[src/pedq_pkg.sv]
// shared types, constants and arithmetic helpers of the palette quantizer
// no dependencies
`default_nettype none

package pedq_pkg;

  // defaults for the top level parameters
  localparam int PALETTE_ENTRIES_DEF = 256;
  localparam int MAX_LINE_WIDTH_DEF  = 1024;

  // fixed field and register widths
  localparam int COMP_W  = 8;
  localparam int CARRY_W = 12;
  localparam int LW_W    = 11;
  localparam int PS_W    = 9;
  localparam int DIST_W  = 15;
  localparam int IDX_W   = 8;

  localparam logic [LW_W-1:0] LINE_WIDTH_RST = 11'd1024;

  // configuration register indexes
  localparam logic [0:0] CFG_LINE_WIDTH   = 1'b0;
  localparam logic [0:0] CFG_PALETTE_SIZE = 1'b1;

  // input item kinds
  localparam logic REQ_PALETTE = 1'b0;
  localparam logic REQ_PIXEL   = 1'b1;

  // four components: [0] luma, [1] u, [2] v, [3] alpha
  typedef logic [3:0][COMP_W-1:0]  yuva_t;
  typedef logic [3:0][CARRY_W-1:0] carry_t;

  typedef enum logic [1:0] {
    ST_IDLE,
    ST_READ,
    ST_SEARCH,
    ST_FINISH
  } state_t;

  // search unit controls
  typedef struct packed {
    logic en;
    logic first;
  } srch_ctl_t;

  // clamp a 14-bit sum to 12-bit signed
  function automatic logic [CARRY_W-1:0] sat12(input logic signed [13:0] v);
    logic [CARRY_W-1:0] r;
    if (v > 14'sd2047) begin
      r = 12'h7ff;
    end else if (v < -14'sd2048) begin
      r = 12'h800;
    end else begin
      r = v[CARRY_W-1:0];
    end
    return r;
  endfunction

  // divide by eight, rounding toward zero; result always fits 12 bits here
  function automatic logic [CARRY_W-1:0] div8_tz(input logic signed [15:0] v);
    logic signed [15:0] b;
    logic signed [15:0] q;
    b = v + (v[15] ? 16'sd7 : 16'sd0);
    q = b >>> 3;
    return q[CARRY_W-1:0];
  endfunction

endpackage

`default_nettype wire

[src/pedq_search.sv]
// nearest-entry search: one palette entry per cycle while enabled, keeps the first minimum
// depends on pedq_pkg
`default_nettype none

module pedq_search
  import pedq_pkg::*;
#(
  parameter int PAL_W = 8
) (
  input  wire logic       clk,
  input  wire srch_ctl_t  ctl,
  input  wire logic [PAL_W-1:0] idx,
  input  wire yuva_t      pal_q,
  input  wire carry_t     adj,
  output logic [PAL_W-1:0] best_idx,
  output yuva_t           best_entry
);

  logic [3:0][CARRY_W-1:0] ad;
  logic [DIST_W-1:0]       dist_sum;
  logic [DIST_W-1:0]       best_dist_r;
  logic [PAL_W-1:0]        best_idx_r;
  yuva_t                   best_entry_r;

  // absolute differences and weighted sum, alpha counts twice
  always_comb begin
    logic signed [12:0] d;
    for (int k = 0; k < 4; k++) begin
      d = 13'(signed'(adj[k])) - $signed({5'd0, pal_q[k]});
      ad[k] = d[12] ? CARRY_W'(-d) : CARRY_W'(d);
    end
    dist_sum = DIST_W'(ad[0]) + DIST_W'(ad[1]) + DIST_W'(ad[2])
             + DIST_W'({ad[3], 1'b0});
  end

  // strict compare keeps the lowest index among equal distances
  always_ff @(posedge clk) begin
    if (ctl.en && (ctl.first || dist_sum < best_dist_r)) begin
      best_dist_r  <= dist_sum;
      best_idx_r   <= idx;
      best_entry_r <= pal_q;
    end
  end

  assign best_idx   = best_idx_r;
  assign best_entry = best_entry_r;

endmodule

`default_nettype wire

[config.mk]
export PLATFORM = sky130hd
export DESIGN_NAME = pedq_search
export DESIGN_NICKNAME = d
export VERILOG_FILES = /design/src/pedq_pkg.sv /design/src/pedq_search.sv
export SDC_FILE = /design/constraint.sdc
export NUM_CORES = 1
export LEC_CHECK = 0
export ABC_AREA = 1
export BUFFER_PORTS_ARGS = -buffer_cell sky130_fd_sc_hd__buf_2
export CORE_MARGIN = 1
export CORE_UTILIZATION = 33
export CTS_CLUSTER_SIZE = 20
export DETAILED_ROUTE_END_ITERATION = 10
export HOLD_SLACK_MARGIN = 0.06
export SYNTH_ARGS = -nofsm -noshare
export SYNTH_HDL_FRONTEND = slang
export SYNTH_SLANG_ARGS = --single-unit
[constraint.sdc]
create_clock -name clk -period 18.1 [get_ports clk]
set_input_delay 5.43 -clock clk [delete_from_list [all_inputs] [get_ports clk]]
set_output_delay 5.43 -clock clk [all_outputs]
set_load 0.05 [all_outputs]
**Word-level counts from Yosys, hierarchy flattened**

Index checks and enable logic that the tools add are counted.

- Register bits: 55
- Input bits: 91
- Output and inout port bits: 40
- Word-level logic and storage cells: 24

- $add $sub $neg: 11
- Order comparisons: 1
- Muxes and demuxes: 4
- Reductions and logical operators: 2

Operators with widths:

| operator | count |
|---|---|
| $sub 12x9->13 | 4 |
| $mux 12 | 4 |
| $neg 12->12 | 4 |
| $add 14x13->15 | 1 |
| $lt 15x15->1 | 1 |
| $add 13x12->14 | 1 |
| $add 12x12->13 | 1 |
| $logic_and 1x1->1 | 1 |
| $logic_or 1x1->1 | 1 |

**Longest topological paths before layout**

Gate-level depths: netlist (run 1).

- Depth in word-level cells: 9
- Mapped depth: 35
- Depth with buffers taken out: 35

**Worst setup path before layout (run 1)**

OpenSTA, ideal clock, no wires.

- Path type: in2reg
- Start point: in adj[0] (netlist name)
- End point: reg best_dist_r[0], enable pin
- Library setup time: 553 ps
- Arrival: 13739 ps
- Required time: 17547 ps
- Slack: 3808 ps
- Cell stages on the path: 34
- Buffers on the path: 1
- Cell sequence: inv_1 > ha_1 > fa_1 > inv_1 > nand3_2 > nand2_2 > nand2_2 > nand4_2 > inv_2 > nor2_4 > inv_2 > buf_6 > nand2_1 > xnor2_1 > fa_1 > inv_1 > fa_1 > inv_1 > ha_1 > nand3_1 > nand2_1 > a31oi_1 > o21ai_0 > nand2_1 > nand3_1 > nand2_1 > nand2_1 > inv_1 > ha_1 > nand3_1 > inv_1 > a21oi_1 > nand2_1 > a21boi_0

- Word-level cells in the longest chain between the ends: 9

RTL lines:

| what | RTL line | RTL |
|---|---|---|
| from (decl) | pedq_search.sv:14 | `input wire carry_t adj,` |
| $sub 12x9->13 (*) | pedq_search.sv:29 | `d = 13'(signed'(adj[k])) - $signed({5'd0, pal_q[k]});` |
| $neg 12->12 | pedq_search.sv:30 | `ad[k] = d[12] ? CARRY_W'(-d) : CARRY_W'(d);` |
| $mux 12 (*) | pedq_search.sv:30 |  |
| $add 12x12->13 (*) | pedq_search.sv:32 | `dist_sum = DIST_W'(ad[0]) + DIST_W'(ad[1]) + DIST_W'(ad[2])` |
| $add 13x12->14 (*) | pedq_search.sv:32 |  |
| $add 14x13->15 (*) | pedq_search.sv:33 | `+ DIST_W'({ad[3], 1'b0});` |
| via dist_sum[11] | pedq_search.sv:20 | `logic [DIST_W-1:0] dist_sum;` |
| $lt 15x15->1 (*) | pedq_search.sv:38 | `if (ctl.en && (ctl.first \|\| dist_sum < best_dist_r)) begin` |
| $logic_or 1x1->1 (*) | pedq_search.sv:38 |  |
| $logic_and 1x1->1 (*) | pedq_search.sv:38 |  |
| to (signal assigned) | pedq_search.sv:39 | `best_dist_r <= dist_sum;` |
| to (decl) | pedq_search.sv:21 | `logic [DIST_W-1:0] best_dist_r;` |

The timed path passes the listed nets; every way through them passes the cells marked *.
A chain may end at the register's enable or synchronous reset.

**Worst setup path in the final report (run 1)**

- Start point: in pal_q[0] (netlist name)
- End point: reg best_dist_r[10], enable pin

- Word-level cells in the longest chain between the ends: 9

RTL lines:

| what | RTL line | RTL |
|---|---|---|
| from (decl) | pedq_search.sv:13 | `input wire yuva_t pal_q,` |
| $sub 12x9->13 (*) | pedq_search.sv:29 |  |
| $neg 12->12 | pedq_search.sv:30 |  |
| $mux 12 (*) | pedq_search.sv:30 |  |
| $add 12x12->13 (*) | pedq_search.sv:32 |  |
| $add 13x12->14 (*) | pedq_search.sv:32 |  |
| $add 14x13->15 (*) | pedq_search.sv:33 |  |
| via dist_sum[10] | pedq_search.sv:20 |  |
| $lt 15x15->1 (*) | pedq_search.sv:38 |  |
| $logic_or 1x1->1 (*) | pedq_search.sv:38 |  |
| $logic_and 1x1->1 (*) | pedq_search.sv:38 |  |

Marks and branches as above.

==> results.md, run 1 <==
- The flow ran to the end, and the final reports show no timing, DRC or antenna violations.
- The static leakage is 4.34 nW.
- The worst reg2reg path depth is 8.
- For this design, the sink count on the clock tree is 55.
- Cells with a size suffix above 1 make up 17.7% of the layout.
- The H-tree generated during clock tree synthesis spans 2 levels.
- Global routing used 14.8% of the available tracks across all layers.
- The startpoint identified for the worst hold timing path is best_dist_r[7].
- The worst setup path startpoint is pal_q[0].
- Setup violations remaining at the end of the flow were counted as 0.
- The clock period could shrink to 11.79 ns.
- The total placed cells including tap cells is 1330.
- The worst-case clock buffer depth is 2.
- The final hold violation count was 0.
- The routed design has 14400 µm of wire.
- Summed over all failing endpoints, the final setup total negative slack is 0 ns.
- Counting the fill cells in the layout gives 2082.
- The number of global-route vias before repair is 5563.
- The endpoint required time on the critical path is 18.06 ns.
- The pin count of the biggest net entering global routing is 35.
- Measured along the x axis, the die boundary spans 144 µm.
- The wire-length estimate of the detail-placed layout is 12200 µm.
- The number of iterations in the first detailed-routing pass is 4.
- Based on the critical path, the design can be clocked at up to 84.8 MHz.
- In this run, synthesis produced a sequential element count of 55.
- The number of slew-limit violations in the final report is 0.
- The register-to-register setup slack is 15.21 ns.
- The count of distinct cell types in the synthesized netlist is 33.
- The relative area change from synthesis to final layout is 16.8%.
- The count of mapped cells out of synthesis is 938.
- The die is 144 µm tall.
- The top-area cell type share of the netlist area is 24.8%.
- The area of the multi-input gates is 0.00411 mm².
- The destination of the worst hold path is best_entry[16].
- Dividing total power by cell area gives a power density of 162 mW/mm².
- The master cell of the clock root buffer is clkbuf_16.
- The startpoint identified for the worst register-to-register timing path is best_dist_r[2].
- Dividing the detail-routed wire length by the instance count gives 10.7 µm.
- The final clock period utilization by the worst path is 65.1%.
- For this run, asynchronously set or reset flops after synthesis account for 0%.
- The quantity of I/O buffers inserted on ports is 130.
- The first global-routing pass estimated 24200 µm of wire.
- The max-capacitance violation count is 0.
- Between clock sinks in the finished design, the worst skew comes to 0.0119 ns.
- The headroom to the max-slew limit is 40.5%.
- The register cell area after layout is 0.00165 mm².
- The number of cells on the worst hold path is 5.
- Pin placement for this block handled 131 I/O pins.
- The total clock buffers created by CTS is 5.
- The aggregate global routing overflow is 0.
- The total area inside the core boundary comes to 0.0196 mm².
- The transition time of the tightest slew-check pin is 0.890 ns.
- The worst endpoint data arrival time is 11.75 ns.
- The number of placement rows is 51.
- The count of flip-flops with a built-in enable after synthesis is 55.
- By area the synthesized netlist is led by edfxtp_1 (25%), nand2_1 (16%), inv_1 (12%), ha_1 (12%), fa_1 (8.4%).
- The floorplan die area is 0.0207 mm².
- The TritonCTS clock tree is done.
- The clock reaches the later pin of the worst-skew pair after 0.32 ns.
- The residual antenna-violating net count after detailed routing is 0.
- In this run the mean area of a mapped cell was 7.09 µm².
- Clock-pin slew was measured on the worst setup and hold paths at 0.09 ns.
- The starting utilization of the core area is 33.9%.
- The predominant post-synthesis flop cell is edfxtp_1.
- The number of antenna violations at the first check in global routing is 1.
- At the end of routability-driven placement, the weighted congestion stood at 0.820.
- In this run the worst path has a maximum fanout of 34.
- In this run, post-CTS repair resized a total of 0 instances.
- The summed instance area of the synthesized netlist is 0.00665 mm².
- The sequential share of the synthesized area is 24.8%.
- The worst register-to-register path ends at best_dist_r[10].
- In this run the post-CTS setup repair buffer count came out at 0.
- The endpoint class of the critical path is a register.
- 0 antenna diodes ended up in the layout.
- The count of unresolved DRC violations after routing is 0.
- Yosys printed 0 warnings.
- After detailed routing, the number of vias per cell comes to 4.33.
- STA classifies the critical path startpoint as a primary input.
- The critical path is of the primary input to register type.
- The finished layout holds 1338 standard cells, fillers aside.
- At the end of the flow, the number of nets in the layout was 1253.
- The detailed router placed 5797 vias in this run.
- After synthesis, the most frequently instantiated cells are nand2_1 (279), inv_1 (219), ha_1 (62), nand3_1 (62), edfxtp_1 (55).
- IR analysis of the VDD net gives a maximum drop of 0.0000871 V.
- The worst hold path belongs to the class register to register.
- Setup repair after global routing left no endpoint under its margin.
- The cell type contributing the most total cell area after synthesis is edfxtp_1.
- The count of hold-fix buffers inserted at cts is 0.
- The detailed router finished its first iteration with 210 violations.
- Counting every net in the synthesized netlist gives 1119.
- nand2_1 is the most common cell in the netlist.
-- layout by cell type, fill, tap and decap left out --
cell type and count:
inv_1 219, a21boi_4 1, clkinv_4 1, nor2_4 1, o21ai_2 4, o21bai_4 1
nand3b_1 14, nand4_2 1, xnor2_1 15, or2_1 1, a21oi_1 27, xor2_1 27
clkinv_8 1, nor2_2 5, o21ai_4 1, a31oi_1 1, clkbuf_16 5, a211oi_1 1
nand2_1 279, o21ai_0 17, o21ai_1 1, edfxtp_1 55, buf_2 130, o2111ai_1 2
inv_2 7, and2_1 1, nor2_1 54, buf_4 1, ha_1 62, nand3_1 62
inv_6 1, nand3_2 7, fa_1 28, nor3_1 3, a21oi_2 6, nand4_1 13
nor4_1 1, nand2_2 17
-- registers in the layout, summed over array words and instances, names as in the netlist --
name and cells:
best_entry 32, best_dist_r 15, best_idx 8
-- routing by layer --
metal  GRT usage [%]  vias up  wire, µm
met5               0        -         0
li1                -     3173         -
met1            18.6     2507      6900
met3            3.03        9       660
met2            25.6      108      6630
met4            3.75        0       162
-- critical path, cell delays in order --
cell	delay, ns
buf_2	0.11
ha_1	0.21
fa_1	0.54
ha_1	0.18
inv_1	0.04
nor2_1	0.10
nand3_1	0.12
nor2_1	0.21
a21oi_1	0.12
xnor2_1	0.18
fa_1	0.55
inv_1	0.05
fa_1	0.52
inv_1	0.04
ha_1	0.36
nand2_1	0.09
o21ai_0	0.23
a21oi_1	0.11
o21ai_0	0.22
xor2_1	0.27
ha_1	0.29
a21oi_1	0.13
o21ai_0	0.10
a21oi_1	0.13
nand2_1	0.10
a21boi_4	0.72
buf_4	0.55
-- through the flow --
| step | worst slack [ns] | util (%) | total power [W] | hold slack, ns | instance area [µm²] |
|---|---|---|---|---|---|
| finish | 6.31 | 39.6 | 0.00126 | 1.20 | 7760 |
| global route | 5.83 | 39.6 | 0.00142 | 1.28 | 7760 |
| CTS | 6.30 | 39.6 | 0.00128 | 1.22 | 7760 |
| detailed placement | 5.97 | 38.8 | 0.00116 | 1.21 | 7600 |
| global placement | 6.04 | 38.8 | 0.00114 | 1.17 | 7600 |
| floorplan | 3.81 | - | 0.000967 | 2.62 | 6650 |
-- worst max path at each step --
stage,to,slack [ns],cells past startpoint
after global placement,best_entry[31],6.04,29
after floorplan,best_dist_r[0],3.81,34
after global routing,best_dist_r[7],5.83,27
final,best_dist_r[10],6.31,27
after CTS,best_dist_r[10],6.30,27
after detailed placement,best_entry[31],5.97,27
-- layout make-up --
| class | count | share of cell area (%) |
|---|---|---|
| inverters | 226 | 10.9 |
| flip-flops and latches | 55 | 21.3 |
| clock inverters | 3 | 0.435 |
| well taps | 265 | 4.27 |
| repair buffers | 131 | 8.48 |
| clock buffers | 5 | 1.61 |
| multi-input cells | 653 | 53.0 |
-- cell families after synthesis --
group / Yosys count / share of synthesized area (%)
simple gates: 459 / 30.3
buf+inv: 230 / 13.4
fa+ha+maj: 90 / 20.1
compound gates: 62 / 5.82
flops: 55 / 24.8
xor+xnor: 42 / 5.53
-- where the power goes --
part	internal (W)	total, W	switching, W
sequential	0.000240	0.000251	0.0000104
combinational	0.000305	0.000901	0.000596
clock	0.0000535	0.000108	0.0000549
total	0.000599	0.00126	0.000661
Note: power is estimated with default switching activity, not from simulation.
==> run 2, diff against run 1 <==
==> constraint.sdc (replaced) <==
create_clock -name clk -period 11.4 [get_ports clk]
set_input_delay 3.42 -clock clk [delete_from_list [all_inputs] [get_ports clk]]
set_output_delay 3.42 -clock clk [all_outputs]
set_load 0.05 [all_outputs]
==> results.md, run 2 (synthesized netlist as in run 1, its figures left out) <==
- The total placed cells including tap cells is 1330 (unchanged).
- The post-route cell area is 0.00777 mm² (+0.16%).
- The worst-case clock buffer depth is 2 (unchanged).
- The switching share of power came to 52.2% (-0.29 points).
- Of the available clock period, the critical path in the final layout requires 81.8%.
- The clock insertion delay at the later pin of the skew report was 0.32 ns (about the same).
- The post-route worst hold slack is 1.14 ns (-0.0587 ns).
- The proportion of power drawn by the clock network is 8.6% (about the same).
- The fraction of layout cells with a size suffix above 1 was 17.7% (unchanged).
- The number of placement rows is 51 (unchanged).
- The pin count of the biggest net entering global routing is 38 (+8.6%).
- The time the final worst path needs with I/O delays and setup is 9.33 ns.
- The via count is 5837 (+0.69%).
- Derived from the worst setup path, the maximum achievable clock frequency is 107 MHz.
- The static leakage came to 4.34 nW (about the same).
- Compared with the post-synthesis result, the final layout area differs by 17.0%.
- The H-tree depth was 2 (unchanged).
- The power density of the placed cells is 256 mW/mm² (+58%).
- The share of power burned in combinational logic came to 71.3% (-0.2 points).
- The internal power of the cells is 0.000953 W (+59%).
- The uppermost layer routed is met5.
- The transition time of the tightest slew-check pin is 0.752 ns (-0.138 ns).
- The category of the worst setup path launch point is a primary input.
- The total negative slack came to 0 ns (unchanged).
- Leaving out fill and tap cells, the most frequent cells in the layout are nand2_1 (279), inv_1 (219), buf_2 (130), nand3_1 (62), ha_1 (62).
- The number of setup violations in the final report is 0 (unchanged).
- The number of nets in the finished design came to 1253 (unchanged).
- The post-place instance area is 0.00762 mm² (+0.16%).
- The tree is rooted in a clkbuf_16.
- The TritonCTS sink count is 55 (unchanged).
- The total length of routed wires is 14200 µm (-0.97%).
- The number of global-route vias before repair is 5390 (-3.1%).
- The worst setup path is of the primary input to register kind.
- The antenna diode count is 0 (unchanged).
- The routed wire length on met2 is 6460 µm (-2.6%).
- The quantity of I/O buffers inserted on ports was 130 (unchanged).
- The flow ran to the end, and the final reports show no timing, DRC or antenna violations.
- The worst vdd rail ir drop was 0.000133 V (+52%).
- The post-CTS setup repair buffer count is 0 (unchanged).
- The residual antenna-violating net count after detailed routing was 0 (unchanged).
- The largest incremental delay on the critical path is 0.62 ns (-0.10 ns).
- The total clock buffers created by CTS came to 5 (unchanged).
- The wire length of the first global-routing pass is 23900 µm (-1.3%).
- The max-capacitance violation count was 0 (unchanged).
- The post-placement setup slack came to 1.68 ns (-4.29 ns).
- The worst endpoint data arrival time came to 9.34 ns (-2.41 ns).
- The via density per instance is 4.36 (+0.69%).
- The proportion of power drawn by flip-flops and latches is 20.0% (about the same).
- The detailed router's first-iteration violation count is 258 (+23%).
- The core area is 0.0196 mm² (unchanged).
- The floorplan die area is 0.0207 mm² (unchanged).
- The count of hold-fix buffers inserted at cts is 0 (unchanged).
- The count of unresolved DRC violations after routing is 0 (unchanged).
- TritonCTS built the clock tree.
- The number of iterations in the first detailed-routing pass is 4 (unchanged).
- The final estimated routing congestion in global placement is 0.885 (+8.0%).
- The die boundary width was 144 µm (unchanged).
- The length of routed wiring on met1 was 6940 µm (+0.52%).
- The starting utilization of the core area is 33.9% (unchanged).
- The endpoint required time on the critical path is 11.41 ns (-6.65 ns).
- The flip-flop count of the largest register, all copies and words added is 32 (unchanged).
- The total met3 wirelength after detailed routing is 602 µm (-8.8%).
- The total global routing track utilization came to 14.7% (-0.12 points).
- The final worst-path setup slack is 2.07 ns (-4.24 ns).
- The endpoint class of the critical path is a register.
- The height of the die is 144 µm (unchanged).
- The clock tree skew after final layout is 0.0147 ns (+0.00279 ns).
- The number of antenna violations at the first check in global routing came to 1 (unchanged).
- The tightest min-delay check is of the register to register type.
- The largest fanout of any net on the critical path is 37 (+8.8%).
- The number of cells in the finished layout apart from fillers is 1338 (unchanged).
- The final hold violation count is 0 (unchanged).
- The post-cts resize count is 0 (unchanged).
- The highest-delay cell along the critical path is a21boi_4.
- The detailed placer's ending HPWL was 12200 µm (-0.32%).
- The headroom to the max-slew limit came to 49.7% (+9.2 points).
- The switching component of the power is 0.00104 W (+57%).
- The post-CTS clock slew at the launch and capture registers of the worst setup and hold paths came to 0.08 ns (about the same).
- Leaving out fill and tap cells, the most frequent cell in the layout is nand2_1.
- Setup repair after global routing left no endpoint under its margin.
- The aggregate global routing overflow came to 0 (unchanged).
- The number of slew-limit violations in the final report is 0 (unchanged).
- The count of boundary I/O pins was 131 (unchanged).
- The per-cell routed wire length is 10.6 µm (-0.97%).
[run 2: cell counts in the layout (fill, tap and decap cells not counted)]
Identical to the previous run, type by type.
[run 2: critical path, delay by kind of cell]
kind	cells	cell delay, ns
buffers and inverters	8	0.69
and+or+nand+nor	14	1.54
adders and majority gates	7	2.64
AOI/OAI and AO/OA	4	1.02
[run 2: layer usage]
layer  global-route usage (%)  vias up
li1                         -     3173
met1                     18.9     2535
met2                     25.0      113
met3                     2.57       14
met4                     3.98        2
met5                        0        -
[run 2: through the flow]
stage          utilization [%]  power, W
2_1_floorplan                -   0.00153
6_report                  39.7   0.00199
4_1_cts                   39.7   0.00202
5_1_grt                   39.7   0.00224
3_5_place_dp              38.9   0.00183
3_3_place_gp              38.9   0.00181
[run 2: final cells by class]
| cell class | instances | area, µm² |
|---|---|---|
| Clock buffer | 5 | 125 |
| Clock inverter | 3 | 33.8 |
| Timing Repair Buffer | 131 | 671 |
| Sequential cell | 55 | 1650 |
| Inverter | 226 | 848 |
| Tap cell | 265 | 332 |
| Multi-Input combinational cell | 653 | 4110 |
| Fill cell | 2073 | 11800 |
[run 2: power by group through the flow]
stage	combinational (W)	sequential (W)	clock, W
floorplan	0.000930	0.000599	0
global placement	0.00141	0.000402	0
detailed placement	0.00143	0.000403	0
CTS	0.00144	0.000400	0.000182
global route	0.00164	0.000408	0.000187
finish	0.00142	0.000399	0.000172
[run 2: worst paths after layout]
kind / end / cells past startpoint / start / slack, ns
worst min-delay path: best_dist_r[14] / 5 / best_dist_r[7] / 1.14
worst max register to register: best_idx[6] / 8 / best_dist_r[2] / 8.91
worst max-delay path: best_idx[6] / 33 / pal_q[0] / 2.07
worst min register to register: best_dist_r[14] / 5 / best_dist_r[7] / 1.14
